## src/rtl/core/slt_pkg.sv

```systemverilog
// Shared types and constants for the shell line tokenizer.
package slt_pkg;

    localparam logic [2:0] M_PLAIN = 3'd0;
    localparam logic [2:0] M_SQ    = 3'd1;
    localparam logic [2:0] M_DQ    = 3'd2;
    localparam logic [2:0] M_BS    = 3'd3;
    localparam logic [2:0] M_DQBS  = 3'd4;
    localparam logic [2:0] M_REDIR = 3'd5;

    localparam logic [1:0] K_BYTE = 2'd0;
    localparam logic [1:0] K_ARG  = 2'd1;
    localparam logic [1:0] K_PATH = 2'd2;
    localparam logic [1:0] K_CMD  = 2'd3;

    localparam logic [1:0] T_INVALID = 2'd0;
    localparam logic [1:0] T_STDOUT  = 2'd1;
    localparam logic [1:0] T_STDERR  = 2'd2;

    localparam logic [7:0] CH_SQUOTE = 8'h27;
    localparam logic [7:0] CH_DQUOTE = 8'h22;
    localparam logic [7:0] CH_BSLASH = 8'h5C;
    localparam logic [7:0] CH_GT     = 8'h3E;
    localparam logic [7:0] CH_PIPE   = 8'h7C;
    localparam logic [7:0] CH_SPACE  = 8'h20;
    localparam logic [7:0] CH_ZERO   = 8'h30;

    localparam int MAX_RES = 4;

    typedef struct packed {
        logic [2:0] mode;
        logic       word_open;
        logic       path_expected;
        logic [1:0] pending_target;
        logic       pending_append;
        logic [7:0] held_digit;
        logic       held_valid;
        logic       command_has_args;
    } t_state;

    typedef struct packed {
        logic [1:0] kind;
        logic [7:0] data;
        logic [1:0] target;
        logic       append;
        logic       last;
    } t_result;

    localparam t_state STATE_RESET = '{
        mode: M_PLAIN, word_open: 1'b0, path_expected: 1'b0,
        pending_target: 2'd0, pending_append: 1'b0, held_digit: 8'd0,
        held_valid: 1'b0, command_has_args: 1'b0
    };

endpackage

```

## src/rtl/core/shell_line_tokenizer.sv

```systemverilog
// Top level of the shell line tokenizer: input register, lexer state and result burst.
// Path: an accepted byte waits in the input register, is stepped combinationally, and its
// events are loaded into the result register, which offers them on the single output port.
// Throughput: one byte per cycle while i_stall is low and each byte yields at most one
// event; a byte that yields more (up to four) holds the input until its last event is taken.
// Reset is synchronous and active low; it returns the lexer to plain mode and empties
// the input and result registers.
module shell_line_tokenizer (
    input  logic       i_clk,
    input  logic       i_rst_n,
    input  logic       i_valid,
    output logic       o_stall,
    input  logic [7:0] i_char_in,
    input  logic       i_line_last,
    output logic       o_valid,
    input  logic       i_stall,
    output logic [1:0] o_event_kind,
    output logic [7:0] o_word_byte,
    output logic [1:0] o_redirect_target,
    output logic       o_redirect_appends,
    output logic       o_burst_last
);

    logic            r_in_valid;
    logic            n_in_valid;
    logic [7:0]      r_in_char;
    logic            r_in_last;
    slt_pkg::t_state r_state;
    slt_pkg::t_state step_state;
    slt_pkg::t_result [slt_pkg::MAX_RES-1:0] step_res;
    logic [2:0]      step_count;
    slt_pkg::t_result out_res;
    logic            q_free;
    logic            consume;
    logic            accept;

    assign consume = r_in_valid && q_free;
    assign o_stall = r_in_valid && !consume;
    assign accept  = i_valid && !o_stall;

    always_comb begin
        n_in_valid = r_in_valid;
        if (accept) begin
            n_in_valid = 1'b1;
        end else if (consume) begin
            n_in_valid = 1'b0;
        end
    end

    always_ff @(posedge i_clk) begin
        if (!i_rst_n) begin
            r_in_valid <= 1'b0;
            r_state    <= slt_pkg::STATE_RESET;
        end else begin
            r_in_valid <= n_in_valid;
            if (consume) begin
                r_state <= step_state;
            end
        end
    end

    always_ff @(posedge i_clk) begin
        if (accept) begin
            r_in_char <= i_char_in;
            r_in_last <= i_line_last;
        end
    end

    slt_step u_step (
        .i_state (r_state),
        .i_char  (r_in_char),
        .i_last  (r_in_last),
        .o_state (step_state),
        .o_res   (step_res),
        .o_count (step_count)
    );

    slt_outq u_outq (
        .i_clk   (i_clk),
        .i_rst_n (i_rst_n),
        .i_load  (consume),
        .i_res   (step_res),
        .i_count (step_count),
        .i_stall (i_stall),
        .o_valid (o_valid),
        .o_res   (out_res),
        .o_free  (q_free)
    );

    assign o_event_kind       = out_res.kind;
    assign o_word_byte        = out_res.data;
    assign o_redirect_target  = out_res.target;
    assign o_redirect_appends = out_res.append;
    assign o_burst_last       = out_res.last;

endmodule

```

## src/rtl/core/slt_step.sv

```systemverilog
// Combinational lexer step: next state and up to four events for one byte.
module slt_step (
    input  slt_pkg::t_state                      i_state,
    input  logic [7:0]                           i_char,
    input  logic                                 i_last,
    output slt_pkg::t_state                      o_state,
    output slt_pkg::t_result [slt_pkg::MAX_RES-1:0] o_res,
    output logic [2:0]                           o_count
);

    localparam logic [7:0] CH_ONE  = slt_pkg::CH_ZERO + 8'd1;
    localparam logic [7:0] CH_TWO  = slt_pkg::CH_ZERO + 8'd2;
    localparam logic [7:0] CH_NINE = slt_pkg::CH_ZERO + 8'd9;

    typedef struct packed {
        slt_pkg::t_state                         st;
        slt_pkg::t_result [slt_pkg::MAX_RES-1:0] res;
        logic [2:0]                              n;
    } t_ctx;

    function automatic t_ctx f_put(t_ctx x, logic [1:0] k, logic [7:0] b,
                                   logic [1:0] t, logic a);
        t_ctx y;
        y = x;
        if (y.n < 3'd4) begin
            y.res[y.n[1:0]] = '{kind: k, data: b, target: t, append: a, last: 1'b0};
            y.n = y.n + 3'd1;
        end
        return y;
    endfunction

    function automatic t_ctx f_emit(t_ctx x, logic [7:0] c);
        t_ctx y;
        y = f_put(x, slt_pkg::K_BYTE, c, slt_pkg::T_INVALID, 1'b0);
        y.st.word_open = 1'b1;
        return y;
    endfunction

    function automatic t_ctx f_end_word(t_ctx x);
        t_ctx y;
        y = x;
        if (y.st.word_open) begin
            if (y.st.path_expected) begin
                y = f_put(y, slt_pkg::K_PATH, 8'd0, y.st.pending_target,
                          y.st.pending_append);
                y.st.path_expected = 1'b0;
            end else begin
                y = f_put(y, slt_pkg::K_ARG, 8'd0, slt_pkg::T_INVALID, 1'b0);
                y.st.command_has_args = 1'b1;
            end
            y.st.word_open = 1'b0;
        end
        return y;
    endfunction

    function automatic t_ctx f_start_redir(t_ctx x, logic [1:0] t);
        t_ctx y;
        y = x;
        y.st.path_expected  = 1'b1;
        y.st.pending_target = t;
        y.st.pending_append = 1'b0;
        y.st.mode           = slt_pkg::M_REDIR;
        return y;
    endfunction

    function automatic logic [1:0] f_digit_target(logic [7:0] d);
        logic [1:0] t;
        t = slt_pkg::T_INVALID;
        if (d == CH_ONE) begin
            t = slt_pkg::T_STDOUT;
        end else if (d == CH_TWO) begin
            t = slt_pkg::T_STDERR;
        end
        return t;
    endfunction

    function automatic t_ctx f_plain(t_ctx x, logic [7:0] c);
        t_ctx y;
        y = x;
        y.st.mode = slt_pkg::M_PLAIN;
        if (c == slt_pkg::CH_SPACE) begin
            y = f_end_word(y);
        end else if (c == slt_pkg::CH_SQUOTE) begin
            y.st.mode = slt_pkg::M_SQ;
        end else if (c == slt_pkg::CH_DQUOTE) begin
            y.st.mode = slt_pkg::M_DQ;
        end else if (c == slt_pkg::CH_BSLASH) begin
            y.st.mode = slt_pkg::M_BS;
        end else if (c == slt_pkg::CH_GT) begin
            y = f_end_word(y);
            y = f_start_redir(y, slt_pkg::T_STDOUT);
        end else if (c == slt_pkg::CH_PIPE) begin
            y = f_end_word(y);
            y.st.path_expected = 1'b0;
            y = f_put(y, slt_pkg::K_CMD, 8'd0, slt_pkg::T_INVALID, 1'b0);
            y.st.command_has_args = 1'b0;
        end else if ((c inside {[slt_pkg::CH_ZERO:CH_NINE]}) && !y.st.word_open) begin
            y.st.held_digit = c;
            y.st.held_valid = 1'b1;
        end else begin
            y = f_emit(y, c);
        end
        return y;
    endfunction

    function automatic t_ctx f_process(t_ctx x, logic [7:0] c);
        t_ctx y;
        y = x;
        case (y.st.mode)
            slt_pkg::M_SQ: begin
                if (c == slt_pkg::CH_SQUOTE) begin
                    y.st.mode = slt_pkg::M_PLAIN;
                end else begin
                    y = f_emit(y, c);
                end
            end
            slt_pkg::M_DQ: begin
                if (c == slt_pkg::CH_DQUOTE) begin
                    y.st.mode = slt_pkg::M_PLAIN;
                end else if (c == slt_pkg::CH_BSLASH) begin
                    y.st.mode = slt_pkg::M_DQBS;
                end else begin
                    y = f_emit(y, c);
                end
            end
            slt_pkg::M_DQBS: begin
                if (c != slt_pkg::CH_DQUOTE && c != slt_pkg::CH_BSLASH) begin
                    y = f_emit(y, slt_pkg::CH_BSLASH);
                end
                y = f_emit(y, c);
                y.st.mode = slt_pkg::M_DQ;
            end
            slt_pkg::M_BS: begin
                y = f_emit(y, c);
                y.st.mode = slt_pkg::M_PLAIN;
            end
            slt_pkg::M_REDIR: begin
                if (c == slt_pkg::CH_GT) begin
                    y.st.pending_append = 1'b1;
                    y.st.mode = slt_pkg::M_PLAIN;
                end else begin
                    y = f_plain(y, c);
                end
            end
            default: begin
                y = f_plain(y, c);
            end
        endcase
        return y;
    endfunction

    t_ctx       x;
    logic       have_char;
    logic [7:0] digit;
    logic [2:0] last_idx;

    always_comb begin
        x.st      = i_state;
        x.res     = '0;
        x.n       = 3'd0;
        have_char = 1'b1;
        digit     = i_state.held_digit;
        last_idx  = 3'd0;
        if (x.st.held_valid) begin
            x.st.held_valid = 1'b0;
            x.st.held_digit = 8'd0;
            if (i_char == slt_pkg::CH_GT) begin
                x = f_start_redir(x, f_digit_target(digit));
                have_char = 1'b0;
            end else begin
                x = f_emit(x, digit);
            end
        end
        if (have_char) begin
            x = f_process(x, i_char);
        end
        if (i_last) begin
            if (x.st.held_valid) begin
                x = f_emit(x, x.st.held_digit);
            end
            x = f_end_word(x);
            if (x.st.command_has_args) begin
                x = f_put(x, slt_pkg::K_CMD, 8'd0, slt_pkg::T_INVALID, 1'b0);
            end
            x.st = slt_pkg::STATE_RESET;
        end
        if (x.n != 3'd0) begin
            last_idx = x.n - 3'd1;
            x.res[last_idx[1:0]].last = 1'b1;
        end
    end

    assign o_state = x.st;
    assign o_res   = x.res;
    assign o_count = x.n;

endmodule

```

## src/rtl/core/slt_outq.sv

```systemverilog
// Result burst register that hands out up to four events, one per cycle while i_stall is low.
module slt_outq (
    input  logic                                    i_clk,
    input  logic                                    i_rst_n,
    input  logic                                    i_load,
    input  slt_pkg::t_result [slt_pkg::MAX_RES-1:0] i_res,
    input  logic [2:0]                              i_count,
    input  logic                                    i_stall,
    output logic                                    o_valid,
    output slt_pkg::t_result                        o_res,
    output logic                                    o_free
);

    slt_pkg::t_result [slt_pkg::MAX_RES-1:0] r_res;
    logic [2:0] r_left;
    logic [2:0] n_left;
    logic [1:0] r_head;
    logic [1:0] n_head;
    logic       pop;

    assign o_valid = (r_left != 3'd0);
    assign pop     = o_valid && !i_stall;
    assign o_free  = (r_left == 3'd0) || ((r_left == 3'd1) && pop);
    assign o_res   = r_res[r_head];

    always_comb begin
        n_left = r_left;
        n_head = r_head;
        if (i_load) begin
            n_left = i_count;
            n_head = 2'd0;
        end else if (pop) begin
            n_left = r_left - 3'd1;
            n_head = r_head + 2'd1;
        end
    end

    always_ff @(posedge i_clk) begin
        if (!i_rst_n) begin
            r_left <= 3'd0;
            r_head <= 2'd0;
        end else begin
            r_left <= n_left;
            r_head <= n_head;
        end
    end

    always_ff @(posedge i_clk) begin
        if (i_load) begin
            r_res <= i_res;
        end
    end

endmodule

```

## config.mk

```make
export PLATFORM = sky130hd
export DESIGN_NAME = shell_line_tokenizer
export DESIGN_NICKNAME = d
export VERILOG_FILES = /design/src/rtl/core/slt_pkg.sv /design/src/rtl/core/shell_line_tokenizer.sv /design/src/rtl/core/slt_step.sv /design/src/rtl/core/slt_outq.sv
export SDC_FILE = /design/constraint.sdc
export NUM_CORES = 1
export LEC_CHECK = 0
export BUFFER_PORTS_ARGS = -buffer_cell sky130_fd_sc_hd__buf_4
export CAP_MARGIN = 20
export CORE_ASPECT_RATIO = 1.75
export CORE_MARGIN = 4
export CORE_UTILIZATION = 63
export DETAILED_ROUTE_END_ITERATION = 8
export PLACE_DENSITY = 0.92
export REMOVE_ABC_BUFFERS = 1
export SYNTH_ARGS = -nofsm -noshare
export SYNTH_HDL_FRONTEND = slang
export SYNTH_HIERARCHICAL = 1
export SYNTH_SLANG_ARGS = --single-unit
```

## constraint.sdc

```tcl
create_clock -name i_clk -period 6.55 [get_ports i_clk]
set_input_delay 0.655 -clock i_clk [delete_from_list [all_inputs] [get_ports i_clk]]
set_output_delay 0.655 -clock i_clk [all_outputs]
set_load 0.03 [all_outputs]
```

==> flow_summary.ini <==
[die]
ios = 29
rows = 48
die_w_um = 84.5
core_um2 = 9970
dieArea_um2 = 12000
start_util_pct = 64.8
dieHeight_um = 142

[yosys]
synth_area_um2 = 6460
synth_top_cell_area_share_pct = 30.2
synth_compound_area_share_pct = 22.9
synthArstFlopShare_pct = 0
yosys.area.top_type = edfxtp_1
synth_common_cells = 78 x nand2_1, 65 x edfxtp_1, 65 x nor2_1
synth_edf_count = 65
synthMuxAreaShare_pct = 5.89
synth_simple_gate_area_share_pct = 22.8
yosysMostFrequentCell = nand2_1
syn_area_per_cell_um2 = 8.94
synth_top_family_by_area = compound AO/OA/AOI/OAI gates
synth_fa_ha_area_share_pct = 4.26
syn_inst = 722
yosys-top-cells-area = edfxtp_1 30%, dfxtp_1 7.4%, nand2_1 4.5%
ys_ff_latch = 89
yosysWarnings = 6
synth-xor-area-share_pct = 1.07
ys.flop_type = edfxtp_1
synth_cell_types = 84
ys_seq_area_share_pct = 37.7

[power_and_ir_drop]
p_sw_share_pct = 39.5
p_int_mw = 1.27
p_comb_share_pct = 36.9
seqPwrFrac_pct = 39.3
switchingPower_uw = 830
p_leak_nw = 2.52
p_per_area_nw_per_um2 = 301
pwr-share-clk_pct = 23.8
irDropWorstVdd_mv = 0.339

[cells_and_area]
antenna_cells = 0
syn_to_final_growth_pct = 8.06
drive_gt1_share_pct = 14.0
num-fill-cells = 741
nets = 761

[clock_tree]
clkLatencyLatePin_ns = 0.35
clock_sink_count = 89
cts_hold_buf = 0
cts_made_buffers = 9
path_clk_slew_ns = 0.07
h-tree-depth = 3
cts_buffer_depth = 2
clk_root_buffer_cell = clkbuf_16
cts_resized = 0
cts_tree = done
post_cts_buffers = 0

[setup_path]
worstReg2RegStart = r_state[1]
cp-end-kind = flop
crit_type = reg -> reg
cp_max_fo = 26
crit_start = r_state[1]
critPathArrivalTime_ns = 6.11
cp-start-kind = flop
worstPathRequired_ns = 6.64

[drt]
drt-pass1-iter-count = 8
vias = 6515
initialDrtViolationCount = 1094
ant_nets = 0
wire_per_inst_um = 27.8
routed_via_density = 7.61
routed_wl_mm = 23.8
drcViolationCount = 1

[sta]
hold_violations = 0
tightest_slew_ns = 1.03
fin_crit_sh_pct = 92.0
fin_skew_ns = 0.00715
rsz0062_at_grt = false
timing.hold.ws_ns = 0.465
finalCriticalPeriod_ns = 6.02
fmax_mhz = 166
setup_viol = 0
maxSlewHeadroom_pct = 31.3
finalMaxSlewViolations = 0
fin_tns_setup_ns = 0

[run_status]
violations = DRC
status = finished with violations

[placement]
io_buffers = 28
dp.final_hpwl_mm = 16.5
gp_congestion = 1.15

[worst_hold_path]
hp-class = reg -> reg
hp-start = r_state[0]

[global_routing]
grt_overflow = 0
grt_pass1_wl_mm = 36.4
grt_max_degree = 77
antenna_found_initial = 0
grt_pass1_vias = 6234
grt.total_usage_pct = 40.1

[job]
drv_cap = 0
-- placed cells by master (no fill, tap or decap), drive strengths merged, types with 8 or more instances in the layout --
master / count
a31oi: 13
a21oi: 57
dfxtp: 24
nand2: 78
clkbuf: 9
and2: 16
o21ai: 63
buf: 44
nor2b: 14
mux4: 14
nand4: 27
o21a: 8
o31ai: 9
edfxtp: 65
nor3: 16
a22oi: 10
nor2: 65
nand3: 29
ha: 22
inv: 24
-- critical path, cell delays in order (launching register included) --
cell and delay (ns):
dfxtp_1 0.77, clkinv_1 0.23, a21oi_2 0.18, buf_4 0.35, nor2_1 0.13, ha_1 0.34
nor3_1 0.39, a21oi_1 0.10, o211ai_1 0.18, a32oi_1 0.15, or2_2 0.35, ha_1 0.30
o22a_1 0.26, inv_1 0.11, ha_1 0.23, nor3b_2 0.09, a21oi_1 0.48, o2bb2ai_4 0.19
a22oi_1 0.40, nor2_1 0.25, o22a_1 0.27
-- cell families after synthesis --
logic type / after synthesis
flip-flops: 89
AO/OA/AOI/OAI: 220
XOR/XNOR: 7
buffers and inverters: 75
AND/OR/NAND/NOR: 291
multiplexers: 18
adder cells (fa/ha/maj): 22
-- sequential cells by signal (all words and copies together) (netlist names) --
signal	flops
u_outq/r_head	2
r_in_char	8
r_in_last	1
u_outq/r_left	3
u_outq/r_res	56
r_state	18
r_in_valid	1
-- area by class of cell --
class | count | area [um^2] | share of cell area, %
Timing Repair Buffer | 44 | 330 | 4.73
Multi-Input combinational cell | 558 | 3680 | 52.8
Clock inverter | 7 | 58.8 | 0.843
Tap cell | 125 | 156 | 2.24
Clock buffer | 9 | 225 | 3.23
Sequential cell | 89 | 2430 | 34.9
Inverter | 24 | 90.1 | 1.29
-- power by group through the flow --
stage	clock network, mW	registers, mW	logic, mW
floorplan	0	0.811	0.491
detailed placement	0	0.837	0.753
CTS	0.502	0.826	0.758
finish	0.501	0.827	0.775
global placement	0	0.826	0.712
global route	0.529	0.838	0.822
-- layer usage --
metal | global-route usage [%] | routed length [um]
met1 | 43.7 | 7390
met2 | 67.3 | 11400
met3 | 8.11 | 2510
met4 | 31.7 | 2500
met5 | 0 | 0
-- per-stage QoR --
step	setup WS, ns	power [mW]	cell area, um^2	util (%)	instances
2_1_floorplan	0.378	1.30	6200	-	671
3_3_place_gp	1.14	1.54	6690	67.1	840
3_5_place_dp	0.975	1.59	6690	67.1	840
4_1_cts	0.877	2.09	6980	70.0	856
5_1_grt	0.313	2.19	6980	70.0	856
6_report	0.526	2.10	6980	70.0	856
-- final timing paths --
check        slack [ns]  cells past startpoint                to
max                0.53                     20  u_outq/r_res[12]
min                0.47                      2        r_state[0]
max reg2reg        0.53                     20  u_outq/r_res[12]
min reg2reg        0.47                      2        r_state[0]
Power figures use the tool's default switching activity.
